===== src/rtl/ffls_pkg.sv =====
// shared widths, types and register codes for the flat lambert shader
// no dependencies
`default_nettype none
package ffls_pkg;
	localparam int COORD_WIDTH = 16;
	localparam int LIGHT_WIDTH = 16;
	localparam int DIFF_W      = COORD_WIDTH + 1;
	localparam int PROD_W      = 2 * DIFF_W;
	localparam int NRM_W       = PROD_W + 1;
	localparam int NSQ_W       = 2 * NRM_W;
	localparam int N2_W        = NSQ_W + 2;
	localparam int L2_W        = 2 * LIGHT_WIDTH;
	localparam int L2_LO       = L2_W / 2;
	localparam int L2_HI       = L2_W - L2_LO;
	localparam int DP_W        = N2_W + L2_HI;
	localparam int NL_W        = NRM_W + LIGHT_WIDTH;
	localparam int DOT_W       = NL_W + 2;
	localparam int LEVEL_W     = 8;
	localparam int LEVEL_MAX   = (1 << LEVEL_W) - 1;
	localparam int ROOT_W      = DOT_W - 1 + LEVEL_W;
	localparam int ROOT_LO     = ROOT_W / 2;
	localparam int ROOT_HI     = ROOT_W - ROOT_LO;
	localparam int NUM_W       = 2 * ROOT_W;
	localparam int DEN_W       = N2_W + L2_W;
	localparam int SRCH_W      = NUM_W + 2;
	localparam int SRCH_STEPS  = LEVEL_W;
	localparam int APB_DATA_W  = 32;
	localparam int APB_ADDR_W  = 4;

	typedef enum logic [1:0] {
		REG_LIGHT_X = 2'd0,
		REG_LIGHT_Y = 2'd1,
		REG_LIGHT_Z = 2'd2
	} reg_idx_t;

	localparam logic signed [LIGHT_WIDTH-1:0] LIGHT_X_RST = LIGHT_WIDTH'(0);
	localparam logic signed [LIGHT_WIDTH-1:0] LIGHT_Y_RST = LIGHT_WIDTH'(0);
	localparam logic signed [LIGHT_WIDTH-1:0] LIGHT_Z_RST = LIGHT_WIDTH'(16384);

	typedef struct packed {
		logic signed [LIGHT_WIDTH-1:0] x;
		logic signed [LIGHT_WIDTH-1:0] y;
		logic signed [LIGHT_WIDTH-1:0] z;
		logic        [L2_W-1:0]        len2;
	} light_t;

	typedef struct packed {
		logic deg;
		logic away;
	} flags_t;
endpackage
`default_nettype wire


===== src/rtl/ffls_apb_regs.sv =====
// apb register file for the light direction, also keeps its squared length
// depends on ffls_pkg
`default_nettype none
module ffls_apb_regs (
	input  wire logic                              clk,
	input  wire logic                              arst_n,
	input  wire logic                              psel,
	input  wire logic                              penable,
	input  wire logic                              pwrite,
	input  wire logic [ffls_pkg::APB_ADDR_W-1:0]   paddr,
	input  wire logic [ffls_pkg::APB_DATA_W-1:0]   pwdata,
	output logic      [ffls_pkg::APB_DATA_W-1:0]   prdata,
	output logic                                   pready,
	output ffls_pkg::light_t                       light
);
	logic signed [ffls_pkg::LIGHT_WIDTH-1:0] x_q, y_q, z_q;
	logic [ffls_pkg::L2_W-1:0] len2_q;
	logic signed [ffls_pkg::L2_W-1:0] sx, sy, sz;
	ffls_pkg::reg_idx_t idx;
	logic wr;

	assign pready = 1'b1;
	assign idx = ffls_pkg::reg_idx_t'(paddr[3:2]);
	assign wr = psel & penable & pwrite;

	always_ff @(posedge clk or negedge arst_n) begin
		if (!arst_n) begin
			x_q <= ffls_pkg::LIGHT_X_RST;
			y_q <= ffls_pkg::LIGHT_Y_RST;
			z_q <= ffls_pkg::LIGHT_Z_RST;
		end else if (wr) begin
			unique case (idx)
				ffls_pkg::REG_LIGHT_X: x_q <= pwdata[ffls_pkg::LIGHT_WIDTH-1:0];
				ffls_pkg::REG_LIGHT_Y: y_q <= pwdata[ffls_pkg::LIGHT_WIDTH-1:0];
				ffls_pkg::REG_LIGHT_Z: z_q <= pwdata[ffls_pkg::LIGHT_WIDTH-1:0];
				default: ;
			endcase
		end
	end

	always_comb begin
		sx = x_q * x_q;
		sy = y_q * y_q;
		sz = z_q * z_q;
	end

	// squared length follows the registers in the next cycle
	always_ff @(posedge clk or negedge arst_n) begin
		if (!arst_n) begin
			len2_q <= '0;
		end else begin
			len2_q <= $unsigned(sx) + $unsigned(sy) + $unsigned(sz);
		end
	end

	always_comb begin
		unique case (idx)
			ffls_pkg::REG_LIGHT_X: prdata = ffls_pkg::APB_DATA_W'($unsigned(x_q));
			ffls_pkg::REG_LIGHT_Y: prdata = ffls_pkg::APB_DATA_W'($unsigned(y_q));
			ffls_pkg::REG_LIGHT_Z: prdata = ffls_pkg::APB_DATA_W'($unsigned(z_q));
			default: prdata = '0;
		endcase
	end

	assign light.x = x_q;
	assign light.y = y_q;
	assign light.z = z_q;
	assign light.len2 = len2_q;
endmodule
`default_nettype wire


===== config.mk =====
export PLATFORM = sky130hd
export DESIGN_NAME = ffls_apb_regs
export DESIGN_NICKNAME = d
export VERILOG_FILES = /design/src/rtl/ffls_pkg.sv /design/src/rtl/ffls_apb_regs.sv
export SDC_FILE = /design/constraint.sdc
export NUM_CORES = 2
export LEC_CHECK = 0
export ABC_AREA = 1
export BUFFER_PORTS_ARGS = -buffer_cell sky130_fd_sc_hd__buf_4
export CAP_MARGIN = 5
export CORE_AREA = 2 2 283 285
export DETAILED_ROUTE_END_ITERATION = 8
export DIE_AREA = 0 0 285 287
export HOLD_SLACK_MARGIN = 0.06
export PLACE_DENSITY = 0.62
export SYNTH_ARGS = -nofsm -noshare
export SYNTH_HDL_FRONTEND = slang
export SYNTH_SLANG_ARGS = --single-unit

===== constraint.sdc =====
create_clock -name clk -period 15.7 [get_ports clk]
set_input_delay 3.14 -clock clk [delete_from_list [all_inputs] [get_ports clk]]
set_output_delay 3.14 -clock clk [all_outputs]
set_load 0.02 [all_outputs]

== After elaboration in Yosys (flattened, before gate mapping) ==
Index checks and enable logic that the tools add are counted.

* Multipliers: 3
* Equal/unequal tests: 2
* Mux-type cells: 1
* Bitwise operators: 2
* Reductions and logical operators: 4
* Add/subtract/negate cells: 2

{| class="wikitable"
|+ Operators with widths
! cell !! number
|-
| multiplier 16 x 16 -> 32 bit || 3
|-
| adder 32 bit || 2
|-
| case mux 16 bit (3 select lines) || 1
|-
| AND reduction 2 bit || 3
|-
| bitwise AND 1 bit || 2
|-
| equality test 2 x 1 -> 1 bit (second input constant) || 1
|-
| equality test 2 bit (second input constant) || 1
|-
| logical NOT 2 bit || 1
|}

* Output and inout bits: 113
* Input port bits: 41
* Bits in registers: 80
* Word-level logic and storage cells: 18

== Depth between registers and ports, before layout ==
* Depth after elaboration: 3
* Gate-level depth with buffers: 32
* Depth with buffers taken out: 30

== Worst setup path before layout ==
OpenSTA, ideal clock, no wires.

* Path kind: register -> register
* Start point: register z_q[15] (netlist bit)
* End point: register len2_q[27] (netlist bit)
* Setup time: 0.124 ns
* Arrival: 7.496 ns
* Period minus slack after synthesis: 7.620 ns
* Stages on the path, launching flop included: 27
* Path buffers: 2
* Path slack: 8.080 ns
* Cells stage by stage: dfrtp_1 > clkbuf_1 > clkbuf_1 > nand2_1 > inv_1 > fa_1 > inv_1 > fa_1 > inv_1 > fa_1 > inv_1 > fa_1 > fa_1 > fa_1 > fa_1 > fa_1 > fa_1 > inv_1 > ha_1 > a21oi_1 > o21ai_0 > a21o_2 > nand2_1 > nand3_2 > nand3_2 > nand2_2 > xor2_2

* Longest elaborated chain between the ends: 2

{| class="wikitable"
|+ Ends and longest elaborated chain
! element !! line !! source
|-
| start: declaration || ffls_apb_regs.sv:16 || <nowiki>logic signed [ffls_pkg::LIGHT_WIDTH-1:0] x_q, y_q, z_q;</nowiki>
|-
| start signal: assignment || ffls_apb_regs.sv:30 || <nowiki>z_q <= ffls_pkg::LIGHT_Z_RST;</nowiki>
|-
| start signal: assignment || ffls_apb_regs.sv:35 || <nowiki>ffls_pkg::REG_LIGHT_Z: z_q <= pwdata[ffls_pkg::LIGHT_WIDTH-1:0];</nowiki>
|-
| multiplier 16 x 16 -> 32 bit || ffls_apb_regs.sv:44 || <nowiki>sz = z_q * z_q;</nowiki>
|-
| adder 32 bit || ffls_apb_regs.sv:52 || <nowiki>len2_q <= $unsigned(sx) + $unsigned(sy) + $unsigned(sz);</nowiki>
|-
| end signal: assignment || ffls_apb_regs.sv:52 ||
|-
| end: declaration || ffls_apb_regs.sv:17 || <nowiki>logic [ffls_pkg::L2_W-1:0] len2_q;</nowiki>
|}

Every way passes these cells.
A chain may end at the register's enable or synchronous reset.

== Final worst setup path ==
* Start point: register z_q[4] (netlist bit)
* End point: register len2_q[31] (netlist bit)

Same word-level chain as after synthesis.

==> results.md <==
- For this run, the register share of the synthesized area comes to between 6 and 7%.
- The transition time at the pin with the least slew margin is 1.01 ns.
- The synthesized instance count is 3410.
- The clock sink count is 80.
- Clock tree synthesis selected as its root buffer the cell sky130_fd_sc_hd__clkbuf_16.
- The worst setup path is launched from a flip-flop.
- 154 I/O pins were placed.
- The iteration-0 DRC count of the detailed router is 1164.
- The Yosys warning count is 0.
- Clock-pin slew was measured on the worst setup and hold paths at around 0.080 ns.
- The register bit total from synthesis is 80.
- The count of instances resized after the clock tree is built is 0.
- Setup repair after global routing left no endpoint under its margin.
- The number of global-route vias before repair is 22.6k.
- Once the clock tree was built, the setup fixing pass inserted 0 buffers.
- The final critical-path required period is 8.41 ns.
- For the final routed database, the setup TNS stands at 0 ns.
- After synthesis, the share of flip-flops with an asynchronous set or reset is 100%.
- The number of max-slew violations in the final report was 0.
- The final number of hold-violating endpoints is 0.
- The worst slew margin relative to its limit is 32.5%.
- After floorplanning, the core was divided into 103 placement rows.
- The class of the tightest hold or removal check is reg -> reg.
- The H-tree depth is 3.
- The core region is between 0.07 and 0.08 mm^2.
- For this run, the leading register cell type out of synthesis is sky130_fd_sc_hd__dfrtp_1.
- The average instance in the mapped netlist occupies 8.95 um^2.
- The maximum clock insertion buffer count is 2.
- The multi-input gate area in the final layout is 0.0232 mm^2.
- Data on the critical path arrives at its endpoint at 8.70 ns.
- For this run, the post-layout net count is around 4.5k.
- Once detail routing completed, the nets flagged for antenna violations numbered 0.
- After detailed routing, the number of remaining DRC violations is 0.
- The total global-route track usage is 19.9%.
- The number of port buffers is 118.
- The hold-fix buffer count after cts is 0.
- Detailed routing inserted a total of 20.7k vias.
- Compared with the post-synthesis result, the final layout area differs by 7.62%.
- The die boundary height is 287 um.
- The initial antenna violation count is 2.
- The clock tree skew after final layout is 0.0331 ns.
- The max-cap check violation count is 0.
- After detailed routing, the number of vias per cell comes to between 4 and 5.
- Across the whole layout, storage elements account for between 0.002 and 0.0025 mm^2.
- The share of final-layout standard cells stronger than drive strength 1 is 6.47%.
- The synthesized area is 0.0305 mm^2.
- The later pin in the worst-skew pair is clocked with a latency of 0.41 ns.
- The wire length per cell after detailed routing is 17.0 um.
- The final setup violation count is 0.
- The x dimension of the die is 285 um.
- The number of buffers inserted during clock tree synthesis is 9.
- The first-pass GRT wire length is between 100 and 150 mm.
- Once detailed placement completed, the half-perimeter wirelength came to 66.7 mm.
- The overall overflow remaining after global route is 0.
- The number of fill cells is 7840.
- After synthesis, the cell types taking the most area are sky130_fd_sc_hd__fa_1 54%, sky130_fd_sc_hd__inv_1 16%, sky130_fd_sc_hd__ha_1 8.4%, sky130_fd_sc_hd__nand2_1 7.0%, sky130_fd_sc_hd__dfrtp_1 6.5%.
- The maximum fanout count along the critical path is 19.
- The global placer's final weighted congestion is 0.875.
- Of the available clock period, the critical path in the final layout requires 53.5%.
- The first-pass detailed-route iteration total is 5.
- The distinct cell type count of the synthesized netlist is between 40 and 50.
- The endpoint required time on the critical path is 15.99 ns.
- The maximum number of pins on one net before global-route repair is 60.
- Based on the critical path, the design can be clocked at up to 119 MHz.
- For this block, the routed nets add up to 77.0 mm of wire.
- The largest total area in the synthesized netlist belongs to sky130_fd_sc_hd__fa_1.
- The number of enable flip-flop cells after synthesis is 0.
- The die area is 0.0818 mm^2.
- The worst setup path is captured at a flip-flop.
- The initial core utilization is between 30 and 40%.
- The run finished with clean final reports.
- The classification of the worst setup path is reg -> reg.
- TritonCTS built the clock tree.
- In this run the biggest area consumer among cell types represents 53.7% of the synthesized area.
state kept, by name, indices dropped and copies added, names as in the netlist:
signal and flops:
len2_q 32, z_q 16, y_q 16, x_q 16
per-layer routing:
layer	vias up	wire (um)	global-route usage (%)
met2	525	41000	36.2
met3	114	3540	2.16
met5	-	0	0
li1	9411	-	-
met1	10694	29600	24.6
met4	0	2850	6.65
Yosys cell counts, types with 2 or more instances:
master,count
sky130_fd_sc_hd__a211oi_1,3
sky130_fd_sc_hd__a21o_1,5
sky130_fd_sc_hd__a21oi_1,28
sky130_fd_sc_hd__a21oi_2,5
sky130_fd_sc_hd__a31oi_1,2
sky130_fd_sc_hd__buf_1,13
sky130_fd_sc_hd__buf_4,17
sky130_fd_sc_hd__clkbuf_1,98
sky130_fd_sc_hd__conb_1,2
sky130_fd_sc_hd__dfrtp_1,79
sky130_fd_sc_hd__fa_1,819
sky130_fd_sc_hd__ha_1,205
sky130_fd_sc_hd__inv_1,1275
sky130_fd_sc_hd__nand2_1,572
sky130_fd_sc_hd__nand2_2,6
sky130_fd_sc_hd__nand3_1,21
sky130_fd_sc_hd__nand3_2,8
sky130_fd_sc_hd__nand3b_1,3
sky130_fd_sc_hd__nand4_1,4
sky130_fd_sc_hd__nor2_1,57
sky130_fd_sc_hd__nor2_2,5
sky130_fd_sc_hd__nor3_1,7
sky130_fd_sc_hd__o211ai_1,7
sky130_fd_sc_hd__o21ai_0,66
sky130_fd_sc_hd__o21ai_1,5
sky130_fd_sc_hd__o21ai_2,3
sky130_fd_sc_hd__o21bai_1,5
sky130_fd_sc_hd__o221ai_1,11
sky130_fd_sc_hd__or2_2,8
sky130_fd_sc_hd__xnor2_1,25
sky130_fd_sc_hd__xor2_1,31
cell families after synthesis:
logic type,Yosys count,synth area share [%]
buffers and inverters,1404,17.5
adders and majority gates,1024,62.1
and+or+nand+nor,696,9.17
AOI/OAI and AO/OA,147,2.98
DFF,80,6.56
xor gates and xnor gates,57,1.66
other,2,0.0246
metrics by stage:
stage	hold slack, ns	util (%)	std cells	setup WS (ns)	area, um^2
detailed placement	0.512	41.4	4509	7.25	32600
global placement	0.499	41.4	4509	7.24	32600
floorplan	0.711	-	3425	8.08	30600
finish	0.527	41.8	4526	7.29	32800
global route	0.546	41.8	4526	6.97	32800
CTS	0.529	41.8	4525	7.24	32800
worst paths after layout:
kind,from,endpoint,slack [ns],cells past startpoint
max reg2reg,z_q[4]$_DFFE_PN0P_,len2_q[31]$_DFF_PN0_,7.29,24
min,z_q[5]$_DFFE_PN0P_,z_q[5]$_DFFE_PN0P_,0.53,2
min reg2reg,z_q[5]$_DFFE_PN0P_,z_q[5]$_DFFE_PN0P_,0.53,2
max in group asynchronous,arst_n,y_q[13]$_DFFE_PN0P_,11.82,2
max,z_q[4]$_DFFE_PN0P_,len2_q[31]$_DFF_PN0_,7.29,24
min in group asynchronous,arst_n,len2_q[14]$_DFF_PN0_,2.60,1
cells in the final DEF (no fill, tap or decap), drive strengths merged:
cell	count
a211oi	3
a21boi	1
a21o	6
a21oi	34
a31o	1
a31oi	3
and3	1
buf	162
clkbuf	9
clkinv	4
clkinvlp	1
conb	17
dfrtp	79
dfstp	1
diode	1
fa	819
ha	205
inv	1278
nand2	578
nand3	29
nand3b	3
nand4	5
nor2	62
nor3	9
nor4	1
o211ai	7
o21ai	74
o21bai	6
o221ai	11
o31ai	1
or2	8
xnor2	25
xor2	32
worst max-delay path, stage by stage (launching register included):
cell	delay, ns
sky130_fd_sc_hd__dfrtp_1	0.94
sky130_fd_sc_hd__nand2_1	0.17
sky130_fd_sc_hd__fa_1	1.02
sky130_fd_sc_hd__fa_1	0.53
sky130_fd_sc_hd__inv_1	0.08
sky130_fd_sc_hd__fa_1	0.46
sky130_fd_sc_hd__fa_1	0.58
sky130_fd_sc_hd__fa_1	0.45
sky130_fd_sc_hd__fa_1	0.54
sky130_fd_sc_hd__inv_1	0.05
sky130_fd_sc_hd__fa_1	0.49
sky130_fd_sc_hd__fa_1	0.44
sky130_fd_sc_hd__fa_1	0.57
sky130_fd_sc_hd__inv_1	0.06
sky130_fd_sc_hd__ha_1	0.38
sky130_fd_sc_hd__inv_1	0.11
sky130_fd_sc_hd__o21ai_0	0.11
sky130_fd_sc_hd__a21oi_1	0.17
sky130_fd_sc_hd__o21bai_1	0.08
sky130_fd_sc_hd__a21oi_1	0.14
sky130_fd_sc_hd__o21ai_0	0.10
sky130_fd_sc_hd__nor2_1	0.59
sky130_fd_sc_hd__inv_1	0.09
sky130_fd_sc_hd__nand2_1	0.09
sky130_fd_sc_hd__nand2_1	0.05
area by class of cell:
cell class	count	share of cell area, %
Multi-Input combinational cell	1941	70.8
Clock inverter	7	0.168
Antenna cell	1	0.00762
Inverter	1276	14.6
Tap cell	1050	4.00
Sequential cell	80	6.10
Timing Repair Buffer	162	3.70
Clock buffer	9	0.686
Power is left out: the tool's default activity adds up to more than one toggle a clock period on the data nets, which glitch-free logic cannot reach.
